===== src/hdl/adstat_pkg.sv =====
// Shared types, widths and codes for the binned Anderson-Darling statistic block.
`default_nettype none

package adstat_pkg;

   localparam int COUNT_BITS         = 24;
   localparam int FRAC_BITS_DEFAULT  = 32;

   localparam int NN_W   = COUNT_BITS + 1;
   localparam int MID_W  = COUNT_BITS + 2;
   localparam int POOL_W = COUNT_BITS + 3;
   localparam int M_W    = COUNT_BITS + 3;
   localparam int L_W    = COUNT_BITS + 1;
   localparam int B_W    = COUNT_BITS + 4;

   // Largest product: term numerator, final numerator or final denominator
   localparam int TERM_NUM_W  = 5 * COUNT_BITS + 9;
   localparam int FINAL_NUM_W = 2 * COUNT_BITS + 66;
   localparam int DEN_W       = 4 * COUNT_BITS + 4;
   localparam int MUL_W_A     = (TERM_NUM_W > FINAL_NUM_W) ? TERM_NUM_W : FINAL_NUM_W;
   localparam int MUL_W       = (MUL_W_A > DEN_W) ? MUL_W_A : DEN_W;
   localparam int MUL_B_W     = 2 * COUNT_BITS + 4;

   localparam int             DIV_STEPS = 64;
   localparam int             DCNT_W    = 7;

   localparam logic [1:0] STATUS_OK    = 2'd0;
   localparam logic [1:0] STATUS_EMPTY = 2'd1;
   localparam logic [1:0] STATUS_ZDIV  = 2'd2;
   localparam logic [1:0] STATUS_SAT   = 2'd3;

   localparam int ERR_ZDIV_BIT = 0;
   localparam int ERR_SAT_BIT  = 1;

   localparam logic CSR_TOTAL_A = 1'b0;
   localparam logic CSR_TOTAL_B = 1'b1;

   typedef struct packed {
      logic [COUNT_BITS-1:0] count_a;
      logic [COUNT_BITS-1:0] count_b;
      logic                  last_bin;
   } req_type;

   typedef struct packed {
      logic [63:0] statistic;
      logic [1:0]  status;
   } rsp_type;

   typedef enum logic [3:0] {
      MS_P  = 4'd0,
      MS_T  = 4'd1,
      MS_X  = 4'd2,
      MS_Y  = 4'd3,
      MS_SQ = 4'd4,
      MS_E  = 4'd5,
      MS_NN = 4'd6,
      MS_DA = 4'd7,
      MS_DB = 4'd8,
      MS_U  = 4'd9,
      MS_V  = 4'd10,
      MS_W  = 4'd11
   } mul_sel_type;

   typedef enum logic [3:0] {
      OP_NONE      = 4'd0,
      OP_LOAD      = 4'd1,
      OP_PREP      = 4'd2,
      OP_ZDIV      = 4'd3,
      OP_DEN_P     = 4'd4,
      OP_DEN_SUB   = 4'd5,
      OP_TMP_LOAD  = 4'd6,
      OP_TMP_DIFF  = 4'd7,
      OP_TMP_ADD   = 4'd8,
      OP_ACC_TERM  = 4'd9,
      OP_ADV       = 4'd10,
      OP_RES_EMPTY = 4'd11,
      OP_RES_FINAL = 4'd12
   } op_type;

   typedef struct packed {
      op_type      op;
      logic        mul_go;
      mul_sel_type mul_sel;
      logic        div_go;
      logic        div_final;
      logic        side;
   } cmd_type;

   typedef struct packed {
      logic mul_busy;
      logic div_busy;
      logic active;
      logic b_zero;
      logic b_big;
      logic den_bad;
      logic last;
      logic empty;
   } sts_type;

endpackage

`default_nettype wire


===== src/hdl/adstat_ctl.sv =====
// Controller: sequences the datapath through one bin and the final division.
`default_nettype none

module adstat_ctl (
   input  wire                  clock,
   input  wire                  reset,
   input  wire                  req_valid,
   output logic                 req_ready,
   output logic                 rsp_valid,
   input  wire                  rsp_ready,
   output adstat_pkg::cmd_type  cmd,
   input  adstat_pkg::sts_type  sts
);

   typedef enum logic [20:0] {
      S_IDLE  = 21'd1,
      S_PREP  = 21'd2,
      S_CHECK = 21'd4,
      S_P     = 21'd8,
      S_T     = 21'd16,
      S_DCHK  = 21'd32,
      S_X     = 21'd64,
      S_Y     = 21'd128,
      S_SQ    = 21'd256,
      S_E     = 21'd512,
      S_DIV   = 21'd1024,
      S_ADV   = 21'd2048,
      S_FIN   = 21'd4096,
      S_NN    = 21'd8192,
      S_DA    = 21'd16384,
      S_DB    = 21'd32768,
      S_U     = 21'd65536,
      S_V     = 21'd131072,
      S_W     = 21'd262144,
      S_FDIV  = 21'd524288,
      S_RES   = 21'd1048576
   } state_type;

   state_type state_ff, state_in;
   logic      issued_ff, issued_in;
   logic      side_ff, side_in;
   logic      rsp_valid_ff, rsp_valid_in;
   logic      res_fire;

   always_comb begin
      state_in      = state_ff;
      issued_in     = issued_ff;
      side_in       = side_ff;
      res_fire      = 1'b0;
      cmd.op        = adstat_pkg::OP_NONE;
      cmd.mul_go    = 1'b0;
      cmd.mul_sel   = adstat_pkg::MS_P;
      cmd.div_go    = 1'b0;
      cmd.div_final = 1'b0;
      cmd.side      = side_ff;

      unique case (state_ff)
         S_IDLE: begin
            if (req_valid) begin
               cmd.op   = adstat_pkg::OP_LOAD;
               state_in = S_PREP;
            end
         end
         S_PREP: begin
            cmd.op   = adstat_pkg::OP_PREP;
            state_in = S_CHECK;
         end
         S_CHECK: begin
            if (!sts.active || sts.b_zero) begin
               state_in = S_FIN;
            end else if (sts.b_big) begin
               cmd.op   = adstat_pkg::OP_ZDIV;
               state_in = S_ADV;
            end else begin
               state_in = S_P;
            end
         end
         S_P: begin
            if (!issued_ff) begin
               cmd.mul_go = 1'b1; cmd.mul_sel = adstat_pkg::MS_P; issued_in = 1'b1;
            end else if (!sts.mul_busy) begin
               cmd.op = adstat_pkg::OP_DEN_P; issued_in = 1'b0; state_in = S_T;
            end
         end
         S_T: begin
            if (!issued_ff) begin
               cmd.mul_go = 1'b1; cmd.mul_sel = adstat_pkg::MS_T; issued_in = 1'b1;
            end else if (!sts.mul_busy) begin
               cmd.op = adstat_pkg::OP_DEN_SUB; issued_in = 1'b0; state_in = S_DCHK;
            end
         end
         S_DCHK: begin
            side_in  = 1'b0;
            state_in = sts.den_bad ? S_ADV : S_X;
         end
         S_X: begin
            if (!issued_ff) begin
               cmd.mul_go = 1'b1; cmd.mul_sel = adstat_pkg::MS_X; issued_in = 1'b1;
            end else if (!sts.mul_busy) begin
               cmd.op = adstat_pkg::OP_TMP_LOAD; issued_in = 1'b0; state_in = S_Y;
            end
         end
         S_Y: begin
            if (!issued_ff) begin
               cmd.mul_go = 1'b1; cmd.mul_sel = adstat_pkg::MS_Y; issued_in = 1'b1;
            end else if (!sts.mul_busy) begin
               cmd.op = adstat_pkg::OP_TMP_DIFF; issued_in = 1'b0; state_in = S_SQ;
            end
         end
         S_SQ: begin
            if (!issued_ff) begin
               cmd.mul_go = 1'b1; cmd.mul_sel = adstat_pkg::MS_SQ; issued_in = 1'b1;
            end else if (!sts.mul_busy) begin
               issued_in = 1'b0; state_in = S_E;
            end
         end
         S_E: begin
            if (!issued_ff) begin
               cmd.mul_go = 1'b1; cmd.mul_sel = adstat_pkg::MS_E; issued_in = 1'b1;
            end else if (!sts.mul_busy) begin
               issued_in = 1'b0; state_in = S_DIV;
            end
         end
         S_DIV: begin
            if (!issued_ff) begin
               cmd.div_go = 1'b1; issued_in = 1'b1;
            end else if (!sts.div_busy) begin
               cmd.op    = adstat_pkg::OP_ACC_TERM;
               issued_in = 1'b0;
               if (side_ff) begin
                  state_in = S_ADV;
               end else begin
                  side_in  = 1'b1;
                  state_in = S_X;
               end
            end
         end
         S_ADV: begin
            cmd.op   = adstat_pkg::OP_ADV;
            state_in = S_FIN;
         end
         S_FIN: begin
            if (!sts.last)      state_in = S_IDLE;
            else if (sts.empty) state_in = S_RES;
            else                state_in = S_NN;
         end
         S_NN: begin
            if (!issued_ff) begin
               cmd.mul_go = 1'b1; cmd.mul_sel = adstat_pkg::MS_NN; issued_in = 1'b1;
            end else if (!sts.mul_busy) begin
               issued_in = 1'b0; state_in = S_DA;
            end
         end
         S_DA: begin
            if (!issued_ff) begin
               cmd.mul_go = 1'b1; cmd.mul_sel = adstat_pkg::MS_DA; issued_in = 1'b1;
            end else if (!sts.mul_busy) begin
               issued_in = 1'b0; state_in = S_DB;
            end
         end
         S_DB: begin
            if (!issued_ff) begin
               cmd.mul_go = 1'b1; cmd.mul_sel = adstat_pkg::MS_DB; issued_in = 1'b1;
            end else if (!sts.mul_busy) begin
               cmd.op = adstat_pkg::OP_DEN_P; issued_in = 1'b0; state_in = S_U;
            end
         end
         S_U: begin
            if (!issued_ff) begin
               cmd.mul_go = 1'b1; cmd.mul_sel = adstat_pkg::MS_U; issued_in = 1'b1;
            end else if (!sts.mul_busy) begin
               cmd.op = adstat_pkg::OP_TMP_LOAD; issued_in = 1'b0; state_in = S_V;
            end
         end
         S_V: begin
            if (!issued_ff) begin
               cmd.mul_go = 1'b1; cmd.mul_sel = adstat_pkg::MS_V; issued_in = 1'b1;
            end else if (!sts.mul_busy) begin
               cmd.op = adstat_pkg::OP_TMP_ADD; issued_in = 1'b0; state_in = S_W;
            end
         end
         S_W: begin
            if (!issued_ff) begin
               cmd.mul_go = 1'b1; cmd.mul_sel = adstat_pkg::MS_W; issued_in = 1'b1;
            end else if (!sts.mul_busy) begin
               issued_in = 1'b0; state_in = S_FDIV;
            end
         end
         S_FDIV: begin
            cmd.div_final = 1'b1;
            if (!issued_ff) begin
               cmd.div_go = 1'b1; issued_in = 1'b1;
            end else if (!sts.div_busy) begin
               issued_in = 1'b0; state_in = S_RES;
            end
         end
         S_RES: begin
            // hold until the output register is free
            if (!rsp_valid_ff || rsp_ready) begin
               cmd.op   = sts.empty ? adstat_pkg::OP_RES_EMPTY : adstat_pkg::OP_RES_FINAL;
               res_fire = 1'b1;
               state_in = S_IDLE;
            end
         end
         default: state_in = S_IDLE;
      endcase
   end

   assign rsp_valid_in = (rsp_valid_ff && !rsp_ready) || res_fire;

   always_ff @(posedge clock) begin
      if (reset) begin
         state_ff     <= S_IDLE;
         issued_ff    <= 1'b0;
         side_ff      <= 1'b0;
         rsp_valid_ff <= 1'b0;
      end else begin
         state_ff     <= state_in;
         issued_ff    <= issued_in;
         side_ff      <= side_in;
         rsp_valid_ff <= rsp_valid_in;
      end
   end

   assign req_ready = (state_ff == S_IDLE);
   assign rsp_valid = rsp_valid_ff;

endmodule

`default_nettype wire


===== config.mk =====
export PLATFORM = sky130hd
export DESIGN_NAME = adstat_ctl
export DESIGN_NICKNAME = d
export VERILOG_FILES = /design/src/hdl/adstat_pkg.sv /design/src/hdl/adstat_ctl.sv
export SDC_FILE = /design/constraint.sdc
export NUM_CORES = 1
export LEC_CHECK = 0
export BUFFER_PORTS_ARGS = -buffer_cell sky130_fd_sc_hd__buf_2
export CAP_MARGIN = 20
export CORE_MARGIN = 1
export CORE_UTILIZATION = 50
export DETAILED_ROUTE_END_ITERATION = 10
export PLACE_DENSITY = 0.71
export SLEW_MARGIN = 20
export SYNTH_ARGS = -nofsm -noshare
export SYNTH_HDL_FRONTEND = slang
export SYNTH_SLANG_ARGS = --single-unit

===== constraint.sdc =====
create_clock -name clock -period 3.1 [get_ports clock]
set_input_delay 0.62 -clock clock [delete_from_list [all_inputs] [get_ports clock]]
set_output_delay 0.62 -clock clock [all_outputs]
set_load 0.05 [all_outputs]

==> results.sh, run 1 <==
export IMPL_die_w_microns=61.82
export IMPL_drcViolationCount=0
export IMPL_initial_core_util_pct=52.79
export IMPL_ys_seq_area_share_pct=26.85
export IMPL_cts_htree_levels=1
export IMPL_grt_pass1_wl_microns=9252
export IMPL_ys_warnings_count=0
export IMPL_slowest_delay_ns=0.58
export IMPL_drtPass1Iterations=5
export IMPL_cts_made_buffers=3
export IMPL_postLayoutCoreUtil_pct=75.38
export IMPL_clk_pin_slew_ns=0.15
export IMPL_wl_per_cell_microns=18.01
export IMPL_dpl_hpwl_microns=4315
export IMPL_cp_end_kind="output pin"
export IMPL_synth_seq_cells=24
export IMPL_n_fill_cell=242
export IMPL_fin_nets=309
export IMPL_wirelength_microns=6160
export IMPL_crit_family="simple AND/OR/NAND/NOR gates"
export IMPL_peakVddDrop_uv=269.6
export IMPL_cts_tree="built"
export IMPL_finalCritPeriodShare_pct=107.5
export IMPL_fmax_ghz=0.3001
export IMPL_root_buffer="clkbuf_4"
export IMPL_synth_nets=246
export IMPL_slowest_stage="or4_4"
export IMPL_min_path_type="reg2reg"
export IMPL_syn_area_per_cell_sq_um=7.646
export IMPL_async_flop_share_pct=0
export IMPL_setup_viol=7
export IMPL_finalSetupTns_ns=-0.9548
export IMPL_violations="negative setup slack"
export IMPL_multi_input_area_sq_mm=0.001360
export IMPL_syn_inst=234
export IMPL_crit_type="reg2out"
export IMPL_synth_top_area_cell="dfxtp_1"
export IMPL_startpoint_type="flip-flop"
export IMPL_diodes=0
export IMPL_fin_cells=342
export IMPL_dieArea_sq_mm=0.003822
export IMPL_grt_use_total_pct=33.75
export IMPL_fin_area_sq_mm=0.002555
export IMPL_p_leak_nw=1.006
export IMPL_drv_slew=0
export IMPL_path_max_fanout=5
export IMPL_finalWorstSetupSlack_ns=-0.2319
export IMPL_vias_per_cell=6.447
export IMPL_crit_path_cell_trace="or4_4, buf_6, or3_4, or4b_4, nand4_1, o21a_4, buf_8"
export IMPL_io_pins=26
export IMPL_arrival_ns=2.71
export IMPL_rsz0062_at_grt="yes"
export IMPL_die_y_microns=61.82
export IMPL_vias=2205
export IMPL_dpl_cell_area_sq_mm=0.002263
export IMPL_period_minus_slack_ns=3.332
export IMPL_grt_antenna_before_repair=0
export IMPL_routabilityCongestion=0.9812
export IMPL_portBuffers=25
export IMPL_ctsHoldBuffers=0
export IMPL_synth_area_leaders="dfxtp_1 (27%), a21oi_1 (5.6%), nor2_1 (4.6%)"
export IMPL_outcome="finished, violations left"
export IMPL_ant_nets=0
export IMPL_cp_buffers_inverters=2
export IMPL_clock_latency_ns=0.34
export IMPL_drt_initial_drc_count=251
export IMPL_slew_headroom_pct=55.59
export IMPL_powerDensity_mw_per_mm2=325.6
export IMPL_synth_area_sq_mm=0.001789
export IMPL_row_count=21
export IMPL_gr_total_overflow=0
export IMPL_grt_max_degree=25
export IMPL_cts_sinks=24
export IMPL_grt_pass1_vias=1926
export IMPL_ys_flop_type="dfxtp_1"
export IMPL_synth_most_common_cell="dfxtp_1"
export IMPL_drive_gt1_share_pct=39.53
export IMPL_cts_buffer_depth=2
export IMPL_areaGrowthSynthToFinish_pct=42.80
export IMPL_clock_skew_ns=0.003778
export IMPL_placed_cells=331
export IMPL_whs_ns=0.5193
export IMPL_hold_violations=0
export IMPL_synth_common_cells="dfxtp_1 (24), nor2_1 (22), a21oi_1 (20)"
export IMPL_final_seq_area_sq_um=484.2
export IMPL_synth_edf_count=0
export IMPL_yosysTopAreaCellShare_pct=26.85
export IMPL_core_sq_mm=0.003390
export IMPL_worst_slew_pin_slew_ns=0.6652
export IMPL_max_cap_violations=0
export IMPL_cp_required_ns=2.48
export IMPL_synth_cell_types=51
[registers in the layout (all words and copies together), names as in the netlist]
| register | flops |
|---|---|
| issued_ff | 1 |
| rsp_valid | 1 |
| side_ff | 1 |
| state_ff | 21 |
[layout make-up]
type                    instances  share of cell area (%)
clock inverters                 1                   1.175
multi-input cells             190                   53.23
well taps                      46                   2.253
flip-flops and latches         24                   18.95
inverters                       5                  0.7346
repair buffers                 73                   22.77
clock buffers                   3                  0.8815
[cells by family after synthesis]
family | Yosys count | share of synthesized area (%)
buffers and inverters | 20 | 7.062
AND/OR/NAND/NOR | 120 | 40.35
AO/OA/AOI/OAI | 64 | 22.80
flip-flops | 24 | 26.85
XOR/XNOR | 6 | 2.938
[repair_timing]
action	in CTS	in global routing
cloned	0	0
setup endpoints to repair	11	11
pin swaps	7	8
buffers inserted	4	5
gates resized for setup	30	24
[layout by cell type, fill, tap and decap left out, types with 3 or more instances in the layout]
cell      count
o21ai_0      10
nand3b_1      5
xnor2_1       3
or4_4         6
o21ai_1       8
clkbuf_4      3
buf_2        14
nand3_1       8
buf_6        11
nand2_1      13
inv_1         5
nor4b_1       3
o22ai_1       3
dfxtp_2       3
or4_1         4
nor3_1        8
nand2b_1      5
nor4_4        3
a21oi_1      19
nand4_1      10
or3_1         5
dfxtp_1      21
buf_4        45
nor2_1       17
xor2_1        3
nor4_1        4
nor2_4        3
[metrics by stage]
stage / setup slack, ns / power, W
2_1_floorplan: -0.07559 / 0.0004709
3_3_place_gp: -0.05761 / 0.0005581
3_5_place_dp: -0.03928 / 0.0005597
4_1_cts: -0.2148 / 0.0008072
5_1_grt: -0.2795 / 0.0008620
6_report: -0.2319 / 0.0008318
[worst register-to-register path, stage by stage (launching register included)]
cell     delay, ns
dfxtp_2       0.35
or4_4         0.58
or4_4         0.51
o22a_1        0.25
and4b_4       0.25
buf_4         0.17
a21o_1        0.21
nand2_1       0.16
buf_4         0.16
o21ai_0       0.08
[report_power, final]
part	switching [W]	total (W)	internal, W	leakage, nW
combinational	0.000154	0.000263	0.000108	0.782
clock	0.000112	0.000243	0.000131	0.0279
sequential	0.0000114	0.000326	0.000315	0.195
[per-layer routing]
metal  wire length [microns]  part of all wire (%)  vias to the layer above  global-route usage [%]
met5                       0                     0                        -                       0
met4                     226                   3.7                        0                   18.73
met3                     300                   4.9                       22                   6.211
met2                    2947                    48                      101                   55.45
met1                    2687                    44                     1057                   41.67
li1                        -                     -                     1025                       -
[worst paths after layout]
kind | startpoint | end | slack (ns) | cells past startpoint
max | state_ff[11] | cmd[3] | -0.23 | 7
min | side_ff | side_ff | 0.52 | 2
max reg2reg | state_ff[11] | state_ff[0] | 0.29 | 9
min reg2reg | side_ff | side_ff | 0.52 | 2
(Power assumes the default switching activity.)
==> run 2: changes to the inputs <==
==> constraint.sdc (replaced) <==
create_clock -name clock -period 3.1 [get_ports clock]
set_input_delay 0.465 -clock clock [delete_from_list [all_inputs] [get_ports clock]]
set_output_delay 0.465 -clock clock [all_outputs]
set_load 0.05 [all_outputs]
==> results.sh, run 2 (synthesis gave the netlist of run 1 again) <==
export IMPL_cts_sinks=24
export IMPL_areaGrowthSynthToFinish_pct=37.48
export IMPL_grt_antenna_before_repair=0
export IMPL_clock_skew_ns=0.007986
export IMPL_p_sw_w=0.0002561
export IMPL_cp_end_kind="output pin"
export IMPL_dpl_hpwl_microns=4173
export IMPL_ant_nets=0
export IMPL_crit_type="reg2out"
export IMPL_grt_max_degree=25
export IMPL_finalSetupTns_ns=0
export IMPL_cts_htree_levels=1
export IMPL_final_cell_mix="buf_4 (45), nor2_1 (20), a21oi_1 (20), dfxtp_1 (20), buf_2 (16)"
export IMPL_drcViolationCount=0
export IMPL_min_path_type="in2reg"
export IMPL_path_max_fanout=5
export IMPL_initial_core_util_pct=52.79
export IMPL_finalCritPeriodShare_pct=99.31
export IMPL_vias=2070
export IMPL_wirelength_microns=5611
export IMPL_diodes=0
export IMPL_fin_nets=307
export IMPL_dpl_cell_area_sq_mm=0.002186
export IMPL_cts_made_buffers=3
export IMPL_crit_family="simple AND/OR/NAND/NOR gates"
export IMPL_setup_viol=0
export IMPL_die_w_microns=61.82
export IMPL_cp_buffers_inverters=1
export IMPL_slowest_delay_ns=0.57
export IMPL_clk_pin_slew_ns=0.14
export IMPL_io_pins=26
export IMPL_die_y_microns=61.82
export IMPL_drv_slew=0
export IMPL_powerDensity_mw_per_mm2=298.0
export IMPL_grt_pass1_vias=1835
export IMPL_vias_per_cell=6.088
export IMPL_drtPass1Iterations=4
export IMPL_peakVddDrop_uv=165.3
export IMPL_seqPwrFrac_pct=44.1
export IMPL_pwr_share_clk_pct=23.8
export IMPL_largest_reg_flops=21
export IMPL_clock_latency_ns=0.33
export IMPL_period_minus_slack_ns=3.079
export IMPL_worst_slew_pin_slew_ns=0.5720
export IMPL_startpoint_type="flip-flop"
export IMPL_cp_required_ns=2.63
export IMPL_slowest_stage="or4_4"
export IMPL_cts_tree="built"
export IMPL_routabilityCongestion=0.9434
export IMPL_drt_initial_drc_count=147
export IMPL_rsz0062_at_grt="yes"
export IMPL_internal_power_w=0.0004770
export IMPL_top_register="state_ff"
export IMPL_crit_path_cell_trace="or4_4, or4_4, o22a_1, and4b_4, nor2_4, o21a_4, buf_8"
export IMPL_max_cap_violations=0
export IMPL_hold_violations=0
export IMPL_fmax_ghz=0.3248
export IMPL_p_leak_nw=0.9718
export IMPL_gr_total_overflow=0
export IMPL_crit_top_cell="or4_4"
export IMPL_power_frac_comb_pct=32.1
export IMPL_layout_cells_most_common="buf_4"
export IMPL_outcome="finished clean"
export IMPL_dieArea_sq_mm=0.003822
export IMPL_ctsHoldBuffers=0
export IMPL_arrival_ns=2.61
export IMPL_portBuffers=25
export IMPL_slew_headroom_pct=61.82
export IMPL_grt_pass1_wl_microns=8445
export IMPL_row_count=21
export IMPL_fin_area_sq_mm=0.002460
export IMPL_grt_use_total_pct=31.06
export IMPL_root_buffer="clkbuf_4"
export IMPL_wl_per_cell_microns=16.50
export IMPL_cts_buffer_depth=2
export IMPL_switching_share_pct=34.93
export IMPL_core_sq_mm=0.003390
export IMPL_drive_gt1_share_pct=36.73
## run 2: metal layers
| metal | part of all wire, % | global-route usage [%] |
|---|---|---|
| met2 | 47 | 49.00 |
| met5 | 0 | 0 |
| met3 | 4.5 | 5.176 |
| met4 | 4.8 | 19.37 |
| met1 | 44 | 39.47 |
## run 2: final timing paths
kind	slack, ns	end	start	depth (start not counted)
setup / recovery	0.02	cmd[3]	state_ff[8]	7
hold / removal	0.39	state_ff[3]	sts[3]	3
setup reg to reg	0.26	state_ff[0]	state_ff[8]	10
hold reg to reg	0.51	side_ff	side_ff	2
## run 2: area by class of cell
type / instances / area [sq um]
Multi-Input combinational cell: 190 / 1325
Fill cell: 278 / 929.6
Timing Repair Buffer: 71 / 531.8
Sequential cell: 24 / 490.5
Tap cell: 46 / 57.56
Clock buffer: 4 / 36.28
Inverter: 5 / 18.77
## run 2: power by group through the flow
| stage | logic (W) | registers [W] | clock network (W) |
|---|---|---|---|
| finish | 0.000235 | 0.000323 | 0.000175 |
| global route | 0.000253 | 0.000325 | 0.000188 |
| CTS | 0.000229 | 0.000323 | 0.000182 |
| detailed placement | 0.000223 | 0.000332 | 0 |
| global placement | 0.000223 | 0.000332 | 0 |
| floorplan | 0.000140 | 0.000329 | 0 |
## run 2: worst reg2reg max path: cells and delay by family (launching register included)
kind,cells,cell delay [ns]
flip-flops,1,0.35
AO/OA/AOI/OAI,3,0.46
AND/OR/NAND/NOR,4,1.47
buffers and inverters,3,0.45
## run 2: repair_timing
item                       4_1_cts  5_1_grt
setup buffers                    7        5
resized for setup               29       14
setup endpoints to repair        8        8
pin swaps                        9        9
## run 2: stage by stage
step                power (W)  hold WS [ns]  utilization (%)  setup WS (ns)  cells
floorplan           0.0004688        0.4629                -        -0.1259    234
global placement    0.0005543        0.4983            64.49         0.1091    324
detailed placement  0.0005542        0.4991            64.49        0.06917    324
CTS                 0.0007346        0.4004            70.06       -0.03035    335
global route        0.0007649        0.4030            72.57       -0.05427    340
finish              0.0007331        0.3933            72.57        0.02149    340
==> run 3: changes to the inputs <==
Settings changed: CORE_UTILIZATION 50 to 57, PLACE_DENSITY 0.71 to 0.8, SLEW_MARGIN 20 to default.
==> results.sh, run 3 (synthesis gave the netlist of run 1 again) <==
export IMPL_cp_end_kind="output pin"
export IMPL_fmax_ghz=0.3186
export IMPL_drive_gt1_share_pct=42.57
export IMPL_min_path_type="in2reg"
export IMPL_drcViolationCount=3
export IMPL_finalSetupTns_ns=-0.1069
export IMPL_gr_total_overflow=0
export IMPL_fin_nets=309
export IMPL_cts_htree_levels=1
export IMPL_clk_pin_slew_ns=0.13
export IMPL_setup_viol=5
export IMPL_drtPass1Iterations=9
export IMPL_grt_pass1_vias=2135
export IMPL_placed_cells=305
export IMPL_grt_pass1_wl_microns=10160
export IMPL_crit_type="reg2out"
export IMPL_n_fill_cell=134
export IMPL_areaGrowthSynthToFinish_pct=41.96
export IMPL_die_y_microns=58.03
export IMPL_row_count=19
export IMPL_drt_initial_drc_count=344
export IMPL_clock_skew_ns=0.01628
export IMPL_path_max_fanout=6
export IMPL_grt_use_total_pct=39.69
export IMPL_final_cell_mix="buf_4 (49), nor2_1 (19), a21oi_1 (19), buf_2 (16), dfxtp_1 (16)"
export IMPL_outcome="finished, violations left"
export IMPL_wl_per_cell_microns=21.32
export IMPL_fin_area_sq_mm=0.002540
export IMPL_finalCritPeriodShare_pct=101.3
export IMPL_hold_path_cell_count=3
export IMPL_dpl_hpwl_microns=4194
export IMPL_slew_headroom_pct=62.83
export IMPL_vias_per_cell=7.373
export IMPL_fin_cells=327
export IMPL_drv_slew=0
export IMPL_rsz0062_at_grt="yes"
export IMPL_vias=2411
export IMPL_ff2ff_path_depth=10
export IMPL_violations="design-rule violations, negative setup slack"
export IMPL_ant_nets=0
export IMPL_cts_buffer_depth=2
export IMPL_cts_made_buffers=3
export IMPL_io_pins=26
export IMPL_dieArea_sq_mm=0.003367
export IMPL_hold_violations=0
export IMPL_worst_slew_pin_slew_ns=0.5568
export IMPL_layout_cells_most_common="buf_4"
export IMPL_clock_latency_ns=0.34
export IMPL_dpl_cell_area_sq_mm=0.002125
export IMPL_wirelength_microns=6972
export IMPL_grt_antenna_before_repair=0
export IMPL_diodes=0
export IMPL_portBuffers=25
export IMPL_initial_core_util_pct=62.72
export IMPL_peakVddDrop_uv=270.2
export IMPL_top_register="state_ff"
export IMPL_cts_sinks=24
export IMPL_p_leak_nw=1.025
export IMPL_cp_required_ns=2.63
export IMPL_core_sq_mm=0.002853
export IMPL_period_minus_slack_ns=3.139
export IMPL_grt_max_degree=25
export IMPL_max_cap_violations=0
export IMPL_routabilityCongestion=0.9847
export IMPL_startpoint_type="flip-flop"
export IMPL_finalWorstSetupSlack_ns=-0.03894
export IMPL_powerDensity_mw_per_mm2=299.8
export IMPL_cts_tree="built"
export IMPL_die_w_microns=58.03
export IMPL_arrival_ns=2.67
export IMPL_largest_reg_flops=21
export IMPL_root_buffer="clkbuf_4"
[run 3: power breakdown]
part / internal, W / switching [W] / leakage [nW]
clock: 0.0000721 / 0.000105 / 0.0210
sequential: 0.000312 / 0.0000153 / 0.199
combinational: 0.0000962 / 0.000161 / 0.805
total: 0.000480 / 0.000281 / 1.03
[run 3: routing by layer]
metal,global-route usage (%),up-vias,routed length [microns]
met1,49.58,1114,2501
met5,0,-,0
li1,-,1017,-
met2,67.00,219,3282
met4,22.11,0,452
met3,3.795,61,735
[run 3: area by class of cell]
cell class / count / area [sq um] / area share [%]
tap: 31 / 38.79 / 1.527
inverter: 5 / 18.77 / 0.7389
clock buffer: 4 / 36.28 / 1.429
multi-input combinational: 190 / 1401 / 55.17
timing repair buffer: 73 / 546.8 / 21.53
sequential: 24 / 498.0 / 19.61
[run 3: through the flow]
| step | setup slack [ns] | utilization [%] | power, W | hold WS (ns) |
|---|---|---|---|---|
| final | -0.03894 | 89.04 | 0.0007614 | 0.4233 |
| after global routing | -0.06988 | 89.04 | 0.0007820 | 0.4501 |
| after CTS | -0.05410 | 84.43 | 0.0007209 | 0.4231 |
| after detailed placement | 0.05480 | 74.47 | 0.0005448 | 0.5041 |
| after global placement | 0.08962 | 74.47 | 0.0005430 | 0.4986 |
| after floorplan | -0.1259 | - | 0.0004688 | 0.4629 |
[run 3: repair_timing]
item / in CTS / in global routing
setup buffers: 13 / 5
resized for setup: 38 / 24
endpoints found under the hold margin: 0 / 0
hold buffers: 0 / 0
setup endpoints to repair: 8 / 17
pin swaps: 11 / 14
[run 3: path summary, 6_finish.rpt]
| path | slack [ns] | startpoint | endpoint |
|---|---|---|---|
| hold reg to reg | 0.54 | side_ff | side_ff |
| setup / recovery | -0.04 | state_ff[10] | cmd[3] |
| hold / removal | 0.42 | sts[3] | state_ff[3] |
| setup reg to reg | 0.08 | state_ff[10] | state_ff[0] |
[run 3: critical path, stage by stage, from the launching register on]
cell     delay, ns
dfxtp_2       0.34
buf_4         0.15
nor4_2        0.45
nand3_1       0.34
a211o_1       0.42
and4b_4       0.27
nor2_4        0.11
o21a_4        0.14
buf_8         0.13
